**src/sv/vcf_pkg.sv**
```systemverilog
`default_nettype none
package vcf_pkg;

  localparam int QUEUE_DEPTH = 2;

  localparam logic [7:0] CRC_POLY   = 8'h8C;
  localparam logic [7:0] SYNC_BYTE  = 8'h5A;
  localparam logic [7:0] LEN_BYTE   = 8'h0C;
  localparam logic [7:0] ONE_BYTE   = 8'h01;
  localparam logic [7:0] CR_BYTE    = 8'h0D;
  localparam logic [7:0] LF_BYTE    = 8'h0A;
  localparam logic [7:0] ZERO_BYTE  = 8'h00;

  localparam logic MODE_SERIAL = 1'b0;
  localparam logic MODE_CAN    = 1'b1;
  localparam logic MODE_RESET  = MODE_CAN;

  localparam int IDX_W = 4;
  localparam logic [IDX_W-1:0] SER_CRC_IDX  = 4'd11;
  localparam logic [IDX_W-1:0] SER_LAST_IDX = 4'd13;
  localparam logic [IDX_W-1:0] CAN_CRC_IDX  = 4'd7;
  localparam logic [IDX_W-1:0] CAN_LAST_IDX = 4'd7;

  typedef struct packed {
    logic signed [15:0] linear_speed;
    logic signed [15:0] angular_speed;
  } cmd_t;

  typedef struct packed {
    logic [7:0] frame_byte;
    logic       frame_last;
  } frame_t;

  // one classified request as held in the queue
  typedef struct packed {
    cmd_t       cmd;
    logic       link_mode;
    logic [7:0] cnt;
  } job_t;

  function automatic logic [7:0] crc8_byte(input logic [7:0] acc_in, input logic [7:0] d);
    logic [7:0] acc;
    logic [7:0] v;
    logic       mix;
    acc = acc_in;
    v   = d;
    for (int b = 0; b < 8; b++) begin
      mix = acc[0] ^ v[0];
      acc = acc >> 1;
      if (mix) acc = acc ^ CRC_POLY;
      v = v >> 1;
    end
    return acc;
  endfunction

  function automatic logic [7:0] frame_byte_at(input job_t j, input logic [IDX_W-1:0] idx,
                                               input logic [7:0] crc);
    logic [7:0] r;
    r = ZERO_BYTE;
    if (j.link_mode == MODE_SERIAL) begin
      unique case (idx)
        4'd0:        r = SYNC_BYTE;
        4'd1:        r = LEN_BYTE;
        4'd2:        r = ONE_BYTE;
        4'd3:        r = ONE_BYTE;
        4'd4:        r = j.cmd.linear_speed[15:8];
        4'd5:        r = j.cmd.linear_speed[7:0];
        4'd8:        r = j.cmd.angular_speed[15:8];
        4'd9:        r = j.cmd.angular_speed[7:0];
        SER_CRC_IDX: r = crc;
        4'd12:       r = CR_BYTE;
        4'd13:       r = LF_BYTE;
        default:     r = ZERO_BYTE;
      endcase
    end else begin
      unique case (idx)
        4'd0:        r = j.cmd.linear_speed[15:8];
        4'd1:        r = j.cmd.linear_speed[7:0];
        4'd4:        r = j.cmd.angular_speed[15:8];
        4'd5:        r = j.cmd.angular_speed[7:0];
        4'd6:        r = j.cnt;
        CAN_CRC_IDX: r = crc;
        default:     r = ZERO_BYTE;
      endcase
    end
    return r;
  endfunction

endpackage
`default_nettype wire

```
**src/sv/vcf_front.sv**
```systemverilog
`default_nettype none
module vcf_front (
  input  wire logic          clk,
  input  wire logic          rst_n,
  input  wire logic          cfg_we,
  input  wire logic          cfg_wdata,
  input  wire logic          in_valid,
  output logic               in_stall,
  input  wire vcf_pkg::cmd_t in_cmd,
  output logic               push,
  output vcf_pkg::job_t      push_job,
  input  wire logic          q_full
);

  logic       link_mode_r;
  logic [7:0] cnt_r, cnt_nxt;

  assign in_stall = q_full;
  assign push     = in_valid && !q_full;

  assign push_job.cmd       = in_cmd;
  assign push_job.link_mode = link_mode_r;
  assign push_job.cnt       = cnt_r;

  // counter only moves on CAN frames, wraps naturally
  assign cnt_nxt = (push && link_mode_r == vcf_pkg::MODE_CAN) ? cnt_r + 8'd1 : cnt_r;

  always_ff @(posedge clk) begin
    if (!rst_n) begin
      link_mode_r <= vcf_pkg::MODE_RESET;
      cnt_r       <= 8'd0;
    end else begin
      if (cfg_we) link_mode_r <= cfg_wdata;
      cnt_r <= cnt_nxt;
    end
  end

endmodule
`default_nettype wire

```
**src/sv/vcf_queue.sv**
```systemverilog
`default_nettype none
module vcf_queue #(
  parameter int DEPTH = vcf_pkg::QUEUE_DEPTH
) (
  input  wire logic          clk,
  input  wire logic          rst_n,
  input  wire logic          push,
  input  wire vcf_pkg::job_t push_job,
  output logic               full,
  input  wire logic          pop,
  output logic               head_valid,
  output vcf_pkg::job_t      head_job
);

  localparam int PTR_W = (DEPTH > 1) ? $clog2(DEPTH) : 1;
  localparam int CNT_W = $clog2(DEPTH + 1);

  vcf_pkg::job_t         mem [DEPTH];
  logic [PTR_W-1:0]      wr_ptr_r, rd_ptr_r;
  logic [CNT_W-1:0]      count_r;

  assign full       = (count_r == CNT_W'(DEPTH));
  assign head_valid = (count_r != '0);
  assign head_job   = mem[rd_ptr_r];

  function automatic logic [PTR_W-1:0] bump(input logic [PTR_W-1:0] p);
    return (p == PTR_W'(DEPTH - 1)) ? '0 : p + 1'b1;
  endfunction

  always_ff @(posedge clk) begin
    if (push) mem[wr_ptr_r] <= push_job;
  end

  always_ff @(posedge clk) begin
    if (!rst_n) begin
      wr_ptr_r <= '0;
      rd_ptr_r <= '0;
      count_r  <= '0;
    end else begin
      if (push) wr_ptr_r <= bump(wr_ptr_r);
      if (pop)  rd_ptr_r <= bump(rd_ptr_r);
      unique case ({push, pop})
        2'b10:   count_r <= count_r + 1'b1;
        2'b01:   count_r <= count_r - 1'b1;
        default: count_r <= count_r;
      endcase
    end
  end

endmodule
`default_nettype wire

```
**src/sv/vcf_back.sv**
```systemverilog
`default_nettype none
module vcf_back (
  input  wire logic          clk,
  input  wire logic          rst_n,
  input  wire logic          head_valid,
  input  wire vcf_pkg::job_t head_job,
  output logic               pop,
  output logic               out_valid,
  input  wire logic          out_stall,
  output vcf_pkg::frame_t    out_frame
);

  vcf_pkg::job_t                 cur_r;
  logic                          busy_r;
  logic [vcf_pkg::IDX_W-1:0]     idx_r;
  logic [7:0]                    crc_r;
  logic                          out_valid_r;
  vcf_pkg::frame_t               out_frame_r;

  logic                          adv, last_now;
  logic [7:0]                    byte_now;
  logic [vcf_pkg::IDX_W-1:0]     last_idx;

  assign last_idx = (cur_r.link_mode == vcf_pkg::MODE_SERIAL) ? vcf_pkg::SER_LAST_IDX
                                                              : vcf_pkg::CAN_LAST_IDX;
  assign last_now = (idx_r == last_idx);
  assign byte_now = vcf_pkg::frame_byte_at(cur_r, idx_r, crc_r);
  assign adv      = busy_r && (!out_valid_r || !out_stall);
  // pick up the next request on the same cycle the final byte goes out
  assign pop      = head_valid && (!busy_r || (adv && last_now));

  assign out_valid = out_valid_r;
  assign out_frame = out_frame_r;

  always_ff @(posedge clk) begin
    if (pop) begin
      cur_r <= head_job;
      idx_r <= '0;
      crc_r <= 8'd0;
    end else if (adv) begin
      idx_r <= idx_r + 1'b1;
      crc_r <= vcf_pkg::crc8_byte(crc_r, byte_now);
    end
    if (adv) begin
      out_frame_r.frame_byte <= byte_now;
      out_frame_r.frame_last <= last_now;
    end
  end

  always_ff @(posedge clk) begin
    if (!rst_n) begin
      busy_r      <= 1'b0;
      out_valid_r <= 1'b0;
    end else begin
      if (pop)                  busy_r <= 1'b1;
      else if (adv && last_now) busy_r <= 1'b0;
      if (adv)             out_valid_r <= 1'b1;
      else if (!out_stall) out_valid_r <= 1'b0;
    end
  end

endmodule
`default_nettype wire

```
**src/sv/velocity_command_framer_top.sv**
```systemverilog
`default_nettype none
// Velocity command framer: each accepted request (linear and angular speed) becomes a byte
// frame sent one byte per cycle on the out_ channel unless out_stall holds it, frame_last
// marking the final byte. With link_mode 0 a frame is 14 bytes (sync header, speeds,
// CRC-8/MAXIM, CR LF); with link_mode 1 it is the 8-byte CAN payload with rolling counter
// and CRC. The back-end serializer emits one byte per cycle through its output register
// while out_stall is low; the front end and a DEPTH-entry request queue take new requests
// while a frame is still going out. Write cfg_wdata only with no frame pending.
module velocity_command_framer_top #(
  parameter int QUEUE_DEPTH = vcf_pkg::QUEUE_DEPTH
) (
  input  wire logic          clk,
  input  wire logic          rst_n,
  input  wire logic          cfg_we,
  input  wire logic          cfg_wdata,
  input  wire logic          in_valid,
  output logic               in_stall,
  input  wire vcf_pkg::cmd_t in_cmd,
  output logic               out_valid,
  input  wire logic          out_stall,
  output vcf_pkg::frame_t    out_frame
);

  logic          push, q_full, pop, head_valid;
  vcf_pkg::job_t push_job, head_job;

  vcf_front u_front (
    .clk       (clk),
    .rst_n     (rst_n),
    .cfg_we    (cfg_we),
    .cfg_wdata (cfg_wdata),
    .in_valid  (in_valid),
    .in_stall  (in_stall),
    .in_cmd    (in_cmd),
    .push      (push),
    .push_job  (push_job),
    .q_full    (q_full)
  );

  vcf_queue #(.DEPTH(QUEUE_DEPTH)) u_queue (
    .clk        (clk),
    .rst_n      (rst_n),
    .push       (push),
    .push_job   (push_job),
    .full       (q_full),
    .pop        (pop),
    .head_valid (head_valid),
    .head_job   (head_job)
  );

  vcf_back u_back (
    .clk        (clk),
    .rst_n      (rst_n),
    .head_valid (head_valid),
    .head_job   (head_job),
    .pop        (pop),
    .out_valid  (out_valid),
    .out_stall  (out_stall),
    .out_frame  (out_frame)
  );

endmodule
`default_nettype wire

```
**config.mk**
```make
export PLATFORM = sky130hd
export DESIGN_NAME = velocity_command_framer_top
export DESIGN_NICKNAME = d
export VERILOG_FILES = /design/src/sv/vcf_pkg.sv /design/src/sv/vcf_front.sv /design/src/sv/vcf_queue.sv /design/src/sv/vcf_back.sv /design/src/sv/velocity_command_framer_top.sv
export SDC_FILE = /design/constraint.sdc
export NUM_CORES = 1
export LEC_CHECK = 0
export BUFFER_PORTS_ARGS = -buffer_cell sky130_fd_sc_hd__buf_2
export CAP_MARGIN = 20
export CORE_ASPECT_RATIO = 1.2
export CORE_MARGIN = 5
export CORE_UTILIZATION = 40
export CTS_CLUSTER_SIZE = 8
export DETAILED_ROUTE_END_ITERATION = 7
export MAX_ROUTING_LAYER = met4
export PLACE_DENSITY_LB_ADDON = 0.12
export SETUP_SLACK_MARGIN = 0.5
export SYNTH_ARGS = -nofsm -noshare
export SYNTH_HDL_FRONTEND = slang
export SYNTH_SLANG_ARGS = --single-unit
```
**constraint.sdc**
```tcl
create_clock -name clk -period 4.3 [get_ports clk]
set_input_delay 0.43 -clock clk [delete_from_list [all_inputs] [get_ports clk]]
set_output_delay 0.43 -clock clk [all_outputs]
set_load 0.1 [all_outputs]
```
==> flow_summary.toml, run 1 <==
[worst_setup_path]
critPathSlowestCell = "ha_1"
worst_setup_path_start_kind = "flop"
cp-end-kind = "flop"
rrSetupSlack_ns = 0.79
slowest_delay_ns = 0.78
crit_fanout = 26
cp_top_family = "compound AO/OA/AOI/OAI gates"
crit_type = "reg -> reg"
reg2reg_from = "u_back.idx_r[1]$_SDFFE_PP0P_"
path_buf_inv = 1
r2r-end = "u_back.crc_r[2]$_SDFFE_PP0P_"
cp.required_ns = 4.63
crit_chain = "inv_1 -> ha_1 -> a221oi_1 -> a221oi_1 -> o31a_1 -> xor3_2 -> xor3_2 -> xnor3_1 -> a211oi_2"
crit_start = "u_back.idx_r[1]$_SDFFE_PP0P_"
ff2ff_path_depth = 9
cp-endpoint = "u_back.crc_r[2]$_SDFFE_PP0P_"
path_depth = 9
crit_arrival_ns = 3.85

[yosys]
syn_area_per_cell_um2 = 14.8
netlist-cell-type-count = 64
synthArstFlopShare_pct = 0
synthFlopType = "edfxtp_1"
ys_warn_count = 0
synth_area_leaders = "edfxtp_1 (58%), dfxtp_1 (8.0%), mux2_2 (6.8%), nand2_1 (1.8%), ha_1 (1.3%)"
yosysTopAreaCell = "edfxtp_1"
syn_area_um2 = 6800
synthCells = 460
syn_nets = 505
yosysSeqAreaShare_pct = 66.3
yosys.area.top_type_share_pct = 58.3
synth_edf_count = 132
ys_ff_latch = 159

[global_routing]
grt_max_degree = 54
grt_remaining_overflow = 0
grt_pass1_wl_um = 21500
antenna_found_initial = 0
track_usage_pct = 14.9
grt_pass1_vias = 3865

[detailed_routing]
viasPerCell = 5.28
via_count = 3883
ant_nets = 0
drc = 0
drt_iter0_markers = 282
wl_um = 13600
routedWlPerCell_um = 18.5
dr.pass1.iters = 5

[finish]
drive_above_1_share_pct = 27.7
synthToLayoutAreaGrowth_pct = 15.0
layout_common_cells = "edfxtp_1 (132), buf_2 (48), mux2_2 (41), nand2_1 (33), dfxtp_1 (26)"
antenna_cells = 0
final_common_cell = "edfxtp_1"
nets = 552

[placement]
place.gp.congestion = 0.839
hpwlAfterDp_um = 9150
port_buffers = 48

[floorplan]
ios = 49
die_w_um = 129
row_count = 52
core_um2 = 16800
dieHeight_um = 153
start_util_pct = 40.5
die_area_um2 = 19700

[sta]
drv_slew = 0
rsz0062_at_grt = "false"
finalCritPeriodShare_pct = 81.7
post-route-min-period_ns = 3.51
tns_ns = 0
worstMarginPinSlew_ns = 1.04
relSlewSlack_pct = 30.4
finalSetupViolations = 0
finalHoldViolCount = 0
skew_ns = 0.0151
fmax_ghz = 0.285

[clock_tree]
cts_root_buf = "clkbuf_16"
cts_buffer_depth = 2
clk_pin_slew_ns = 0.06
cts.sinks = 159
ctsResizeCount = 0
cts_setup_buffers = 0
clk_latency_ns = 0.43
cts_buffers = 17
postCtsHoldBufs = 0
tritoncts = "built"
cts_max_level = 4

[pwr]
p_leak_nw = 2.78
ir_drop_uv = 291
power_mw = 6.31
power.density_nw_per_um2 = 807

[outcome]
status = "finished, final reports clean"

[flow_run]
cap_violations = 0

[worst_hold_path]
hold_class = "in -> reg"
how the worst min path moves through the flow:
stage	from	end	slack, ns	cells after the start
6_report	in_cmd[12]	u_queue.mem[0][21]$_DFFE_PP_	0.19	1
3_3_place_gp	u_front.cnt_r[7]$_SDFFE_PN0P_	u_queue.mem[0][7]$_DFFE_PP_	0.45	0
5_1_grt	in_cmd[16]	u_queue.mem[1][25]$_DFFE_PP_	0.17	1
2_1_floorplan	u_front.cnt_r[7]$_SDFFE_PN0P_	u_queue.mem[0][7]$_DFFE_PP_	0.43	0
3_5_place_dp	u_front.cnt_r[7]$_SDFFE_PN0P_	u_queue.mem[0][7]$_DFFE_PP_	0.45	0
4_1_cts	in_cmd[18]	u_queue.mem[0][27]$_DFFE_PP_	0.17	1
routing by layer:
layer  part of all wire, %  up-vias  GRT usage [%]
li1                      -     1855              -
met5                     0        -              -
met1                    42     1906           18.1
met3                   3.9       19           3.68
met4                   1.9        0           5.45
met2                    52      103           23.9
metrics by stage:
stage	hold WS, ns	cells	utilization [%]	instance area [µm²]	setup slack, ns
floorplan	0.434	460	-	6800	1.07
global placement	0.451	703	42.9	7210	1.03
detailed placement	0.453	703	42.9	7210	0.898
CTS	0.172	735	46.5	7800	0.821
global route	0.171	736	46.6	7820	0.630
finish	0.191	736	46.6	7820	0.787
state kept, by name, indices dropped and copies added, names as in the netlist:
signal               count
u_back.busy_r            1
u_back.crc_r             8
u_back.cur_r            41
u_back.idx_r             4
u_back.out_frame         9
u_back.out_valid         1
u_front.cnt_r            8
u_front.link_mode_r      1
u_queue.count_r          2
u_queue.mem             82
u_queue.rd_ptr_r         1
u_queue.wr_ptr_r         1
report_power, final:
group	internal (mW)	total (mW)	switching [mW]
combinational	1.02	2.36	1.33
sequential	2.19	2.47	0.278
clock	0.890	1.48	0.594
layout make-up:
class	count	area, µm²
Sequential cell	159	4510
Fill cell	1506	8970
Clock inverter	11	129
Tap cell	216	270
Timing Repair Buffer	52	283
Multi-Input combinational cell	271	2150
Clock buffer	21	460
Inverter	6	22.5
Yosys cell counts, drive strengths merged (7+ instances only):
master	number
a21oi	13
ha	7
a22oi	7
mux2	41
nand2	33
or3	7
edfxtp	132
buf	14
nor2	18
o21ai	15
a221oi	8
and3	7
dfxtp	27
and2	12
xnor2	11
clkbuf	10
cell families after synthesis:
kind of cell             share of synthesized area (%)
XOR/XNOR                                          4.55
flip-flops                                        66.3
AO/OA/AOI/OAI                                     9.72
buffers and inverters                             2.25
adder cells (fa/ha/maj)                           1.29
multiplexers                                      7.73
AND/OR/NAND/NOR                                   8.18
(Power assumes the default switching activity.)
==> run 2, diff against run 1 <==
--- a/config.mk
+++ b/config.mk
@@ -5,6 +5,7 @@
 export SDC_FILE = /design/constraint.sdc
 export NUM_CORES = 1
 export LEC_CHECK = 0
+export ABC_AREA = 1
 export BUFFER_PORTS_ARGS = -buffer_cell sky130_fd_sc_hd__buf_2
 export CAP_MARGIN = 20
 export CORE_ASPECT_RATIO = 1.2
==> constraint.sdc (replaced) <==
create_clock -name clk -period 3.3 [get_ports clk]
set_input_delay 0.33 -clock clk [delete_from_list [all_inputs] [get_ports clk]]
set_output_delay 0.33 -clock clk [all_outputs]
set_load 0.1 [all_outputs]
==> run 2 against run 1 <==
Compared with the run above: non-clock buffer count up 6; register-to-register slack better by 0.04 ns; critical path type unchanged; area after synthesis up 2.9%; die area up 2.7%; maximum frequency up 42%; worst setup slack better by 0.041 ns; highest routed layer unchanged; clock-buffer cell count down 1.
==> flow_summary.toml, run 2 <==
[pwr]
combPwrFrac_pct = 36.3
internal_power_mw = 4.81
power_mw = 8.06
swShare_pct = 40.4
power.share.sequential_pct = 39.8
power.density_nw_per_um2 = 990
clkPwrFrac_pct = 23.9
p_leak_nw = 3.43
netSwitchingPower_mw = 3.25
ir_drop_uv = 376

[detailed_routing]
ant_nets = 0
drc = 0
viasPerCell = 4.87
wl_um = 15500
via_count = 4892
routedWlPerCell_um = 15.4
dr.pass1.iters = 5
drt_iter0_markers = 217

[placement]
hpwlAfterDp_um = 11000
port_buffers = 48
place.gp.congestion = 0.938

[global_routing]
grt_pass1_wl_um = 25400
grt_pass1_vias = 4855
grt_remaining_overflow = 0
antenna_found_initial = 0
grt_max_degree = 48
track_usage_pct = 16.9

[flow_run]
cap_violations = 0

[clock_tree]
clk_latency_ns = 0.42
cts_root_buf = "clkbuf_16"
tritoncts = "built"
cts_buffer_depth = 2
cts_max_level = 4
cts.sinks = 159
cts_buffers = 17
clk_pin_slew_ns = 0.07
postCtsHoldBufs = 0

[floorplan]
dieHeight_um = 155
die_area_um2 = 20200
core_um2 = 17400
die_w_um = 131
ios = 49
row_count = 53
start_util_pct = 40.2

[yosys]
syn_nets = 756
synthFlopType = "edfxtp_1"
synth.most_common_cell = "nand2_1"
synthTopCellsByCount = "nand2_1 (270), edfxtp_1 (132), inv_1 (57)"
yosysTopAreaCell = "edfxtp_1"
ys_ff_latch = 159
yosysSeqAreaShare_pct = 64.4
synth_area_leaders = "edfxtp_1 (57%), nand2_1 (14%), dfxtp_1 (7.7%), nand3_1 (3.3%), inv_1 (3.1%)"
syn_area_per_cell_um2 = 9.83
yosys.area.top_type_share_pct = 56.7
ys_warn_count = 0
netlist-cell-type-count = 33
syn_area_um2 = 6990
synthCells = 711
synth_edf_count = 132
synthArstFlopShare_pct = 0

[sta]
worstMarginPinSlew_ns = 0.849
post-route-min-period_ns = 2.47
skew_ns = 0.00659
fmax_ghz = 0.404
finalCritPeriodShare_pct = 74.9
relSlewSlack_pct = 42.8
drv_slew = 0
finalHoldViolCount = 0
finalSetupViolations = 0
rsz0062_at_grt = "false"
tns_ns = 0

[finish]
nets = 817
synthToLayoutAreaGrowth_pct = 16.5
final_common_cell = "nand2_1"
final_util_pct = 46.9
antenna_cells = 0
drive_above_1_share_pct = 17.1
layout_common_cells = "nand2_1 (270), edfxtp_1 (132), inv_1 (56), buf_2 (48), nand3_1 (46)"
largest_register = "u_queue.mem"
largest_reg_flops = 82

[worst_setup_path]
cp.required_ns = 3.61
cp-end-kind = "flop"
worst_setup_path_start_kind = "flop"
crit_fanout = 9
crit_arrival_ns = 2.79
crit_type = "reg -> reg"

[outcome]
status = "finished, final reports clean"

[worst_hold_path]
hold_class = "in -> reg"
## run 2: cell types whose count changed in the layout (fill, tap and decap cells not counted), moves of 10 or more
cell | before | now
nor2_1 | 17 | 34
nand3_1 | 3 | 46
xnor2_1 | 10 | 0
nand2_1 | 33 | 270
inv_1 | 4 | 56
o21ai_0 | 13 | 32
and2_1 | 10 | 0
nand2_2 | 0 | 15
mux2_2 | 41 | 0
## run 2: path summary, 6_finish.rpt
path | from | endpoint | slack [ns] | depth (start not counted)
hold reg to reg | u_front.cnt_r[7]$_SDFFE_PN0P_ | u_queue.mem[0][7]$_DFFE_PP_ | 0.45 | 0
setup reg to reg | u_back.idx_r[1]$_SDFFE_PP0P_ | u_back.crc_r[2]$_SDFFE_PP0P_ | 0.83 | 21
setup / recovery | u_back.idx_r[1]$_SDFFE_PP0P_ | u_back.crc_r[2]$_SDFFE_PP0P_ | 0.83 | 21
hold / removal | in_cmd[1] | u_queue.mem[0][10]$_DFFE_PP_ | 0.09 | 1
## run 2: logic make-up (layout without fill, tap and decap cells)
| kind of cell | count (synthesis) | after routing | share of synthesized area, % |
|---|---|---|---|
| AND/OR/NAND/NOR | 396 | 396 | 24.4 |
| flip-flops | 159 | 159 | 64.4 |
| AO/OA/AOI/OAI | 64 | 64 | 4.83 |
| adder cells (fa/ha/maj) | 7 | 7 | 1.25 |
| XOR/XNOR | 3 | 3 | 0.376 |
| buffers and inverters | 82 | 156 | 4.71 |
## run 2: metal layers
metal,vias to the layer above,track usage (%),share of wire (%)
met4,0,6.42,2.4
met3,24,4.08,4.4
met1,2259,21.8,46
met5,-,-,0
met2,116,25.7,47
li1,2493,-,-
## run 2: area by class of cell
class,instances,area (µm²)
flip-flops and latches,159,4510
well taps,220,275
fillers,1662,9230
clock inverters,12,125
inverters,66,255
clock buffers,20,457
repair buffers,58,319
multi-input cells,470,2200
## run 2: per-stage QoR
step                      area (µm²)  instances  setup slack (ns)  hold WS (ns)
after floorplan                 7000        711             0.434         0.426
after global placement          7510        971             0.467         0.438
after detailed placement        7510        971             0.482         0.442
after CTS                       8100       1003             0.549        0.0718
after global routing            8140       1005             0.531        0.0682
final                           8140       1005             0.827        0.0912
## run 2: timing repair
item / in CTS / in global routing
resized for setup: 2 / 7
buffers inserted: 0 / 2
endpoints found under the setup margin: 11 / 9
endpoints found under the hold margin: 0 / 0
pin swaps: 0 / 0
## run 2: critical path, cell delays in order, from the launching register on
cell     delay, ns
dfxtp_2       0.35
inv_1         0.18
ha_4          0.26
nand3_1       0.17
inv_1         0.18
nand2_1       0.08
nand2_1       0.07
nor2_1        0.04
nand2_1       0.06
nand2_1       0.08
nand2_1       0.08
nand2_1       0.06
nand2_2       0.10
inv_1         0.07
nand2_2       0.08
nand2_2       0.07
nand2_1       0.06
nand2_1       0.08
nand2_1       0.09
nand2_1       0.07
nand2_1       0.06
nor2_1        0.05
## run 2: power by group through the flow
stage	Clock (mW)	Combinational [mW]	Sequential, mW
finish	1.92	2.93	3.21
global route	2.07	3.32	3.27
CTS	1.98	2.89	3.22
detailed placement	0	2.87	3.27
global placement	0	2.85	3.25
floorplan	0	1.87	3.47
==> run 3, diff against run 2 <==
==> constraint.sdc (replaced) <==
create_clock -name clk -period 2.5 [get_ports clk]
set_input_delay 0.25 -clock clk [delete_from_list [all_inputs] [get_ports clk]]
set_output_delay 0.25 -clock clk [all_outputs]
set_load 0.1 [all_outputs]
==> run 3 against run 2 <==
Compared with the run above: first-iteration DRC count rose by 20%; clock skew rose by 0.014 ns; die area is the same.
==> flow_summary.toml, run 3 (synthesized netlist as in run 2, its figures left out) <==
[sta]
drv_slew = 0
layout_setup_ws_ns = 0.187
rsz0062_at_grt = "true"
skew_ns = 0.0202
fmax_ghz = 0.432
finalCritPeriodShare_pct = 92.5
hold_ws_ns = 0.00840
finalHoldViolCount = 0
worstMarginPinSlew_ns = 0.588
tns_ns = 0
post-route-min-period_ns = 2.31
relSlewSlack_pct = 60.8
finalSetupViolations = 0

[flow_run]
cap_violations = 0

[finish]
nets = 882
largest_register = "u_queue.mem"
finish.instance_area_um2 = 9190
fill_cells = 1572
drive_above_1_share_pct = 31.3
largest_reg_flops = 82
antenna_cells = 0
final_common_cell = "nand2_1"
layout_common_cells = "nand2_1 (222), edfxtp_1 (132), nand2_2 (61), buf_2 (49), inv_1 (48)"
final_util_pct = 52.9
synthToLayoutAreaGrowth_pct = 31.4
instances_no_fill = 1070

[global_routing]
antenna_found_initial = 0
grt_pass1_wl_um = 25900
grt_remaining_overflow = 0
track_usage_pct = 17.0
grt_max_degree = 48
grt_pass1_vias = 5166

[pwr]
power_mw = 12.3
p_leak_nw = 3.84
ir_drop_uv = 485
power.density_nw_per_um2 = 1330

[detailed_routing]
wl_um = 16800
drt_iter0_markers = 261
viasPerCell = 4.92
routedWlPerCell_um = 15.7
ant_nets = 0
drc = 0
dr.pass1.iters = 4
via_count = 5265

[worst_setup_path]
cp-end-kind = "flop"
crit_chain = "buf_6 -> ha_4 -> inv_1 -> nor2_4 -> nand2_2 -> nand2_2 -> nor2_1 -> nand2_2 -> nand2_2 -> nand2_1 -> nand2_2 -> nand2_2 -> nand2_1 -> nand2_2 -> nand2_2 -> buf_4 -> buf_6 -> nand2_2 -> nand2_2 -> a21oi_2"
cp_top_family = "simple AND/OR/NAND/NOR gates"
cpMostUsedCell = "nand2_2"
crit_type = "reg -> reg"
worst_setup_path_start_kind = "flop"
path_buf_inv = 4
slowest_delay_ns = 0.41
rrSetupSlack_ns = 0.19
crit_fanout = 7
crit_arrival_ns = 2.67
path_depth = 20
cp.required_ns = 2.86
critPathSlowestCell = "dfxtp_4"
ff2ff_path_depth = 20

[placement]
dpl_worst_slack_ns = 0.0744
place.gp.congestion = 0.966
port_buffers = 48
hpwlAfterDp_um = 10700
place_area_um2 = 7620
dp.cells = 976

[clock_tree]
cts_max_level = 4
cts_buffers = 17
tritoncts = "built"
cts_root_buf = "clkbuf_16"
cts.sinks = 159
clk_latency_ns = 0.44
cts_buffer_depth = 2
clk_pin_slew_ns = 0.06

[floorplan]
core_um2 = 17400
dieHeight_um = 155
row_count = 53
ios = 49
start_util_pct = 40.2
die_w_um = 131
die_area_um2 = 20200

[worst_hold_path]
holdPathStages = 1
hold_class = "in -> reg"

[outcome]
status = "finished, final reports clean"
[run 3: cell count changes in the layout (fill, tap and decap cells not counted), moves of 12 or more]
cell,previous run,this run
o21ai_0,32,20
buf_4,9,39
nand3_2,3,15
nand3_1,46,32
nand2_1,270,222
nand2_2,15,61
dlygate4sd3_1,0,22
[run 3: path summary, 6_finish.rpt]
check | from | endpoint
setup / recovery | u_back.idx_r[1]$_SDFFE_PP0P_ | u_back.crc_r[7]$_SDFFE_PP0P_
hold / removal | in_cmd[9] | u_queue.mem[0][18]$_DFFE_PP_
setup reg to reg | u_back.idx_r[1]$_SDFFE_PP0P_ | u_back.crc_r[7]$_SDFFE_PP0P_
hold reg to reg | u_front.cnt_r[7]$_SDFFE_PN0P_ | u_queue.mem[1][7]$_DFFE_PP_
[run 3: routing by layer]
layer  up-vias  GRT usage [%]  share of wire (%)
met4         0           6.81                3.0
met5         -              -                  0
met1      2467           21.0                 44
met2       140           27.3                 49
met3        38           3.52                4.1
li1       2620              -                  -
[run 3: area by class of cell]
| cell class | count | area, µm² | share of cell area (%) |
|---|---|---|---|
| Inverter | 66 | 282 | 3.06 |
| Sequential cell | 159 | 4520 | 49.2 |
| Multi-Input combinational cell | 470 | 2530 | 27.6 |
| Tap cell | 220 | 275 | 3.00 |
| Clock buffer | 22 | 517 | 5.62 |
| Timing Repair inverter | 1 | 6.26 | 0.0681 |
| Clock inverter | 10 | 88.8 | 0.967 |
| Timing Repair Buffer | 122 | 966 | 10.5 |
[run 3: what timing repair did]
action / in CTS / in global routing
hold buffers: 22 / 0
gates resized for setup: 33 / 90
setup endpoints to repair: 55 / 53
pin swaps: 17 / 50
buffers inserted: 22 / 13
gates cloned: 2 / 3
endpoints found under the hold margin: 42 / 0
[run 3: power breakdown]
part / total, mW / switching, mW / internal, mW / leakage (nW)
Clock: 2.61 / 1.11 / 1.50 / 0.295
Sequential: 4.28 / 0.427 / 3.85 / 1.47
Combinational: 5.37 / 3.41 / 1.96 / 2.07
[run 3: worst register-to-register path: stages, from the launching register on]
cell     delay (ns)
dfxtp_4        0.41
buf_6          0.12
ha_4           0.13
inv_1          0.07
nor2_4         0.23
nand2_2        0.08
nand2_2        0.08
nor2_1         0.05
nand2_2        0.09
nand2_2        0.07
nand2_1        0.08
nand2_2        0.08
nand2_2        0.10
nand2_1        0.06
nand2_2        0.08
nand2_2        0.06
buf_4          0.13
buf_6          0.11
nand2_2        0.06
nand2_2        0.05
a21oi_2        0.11
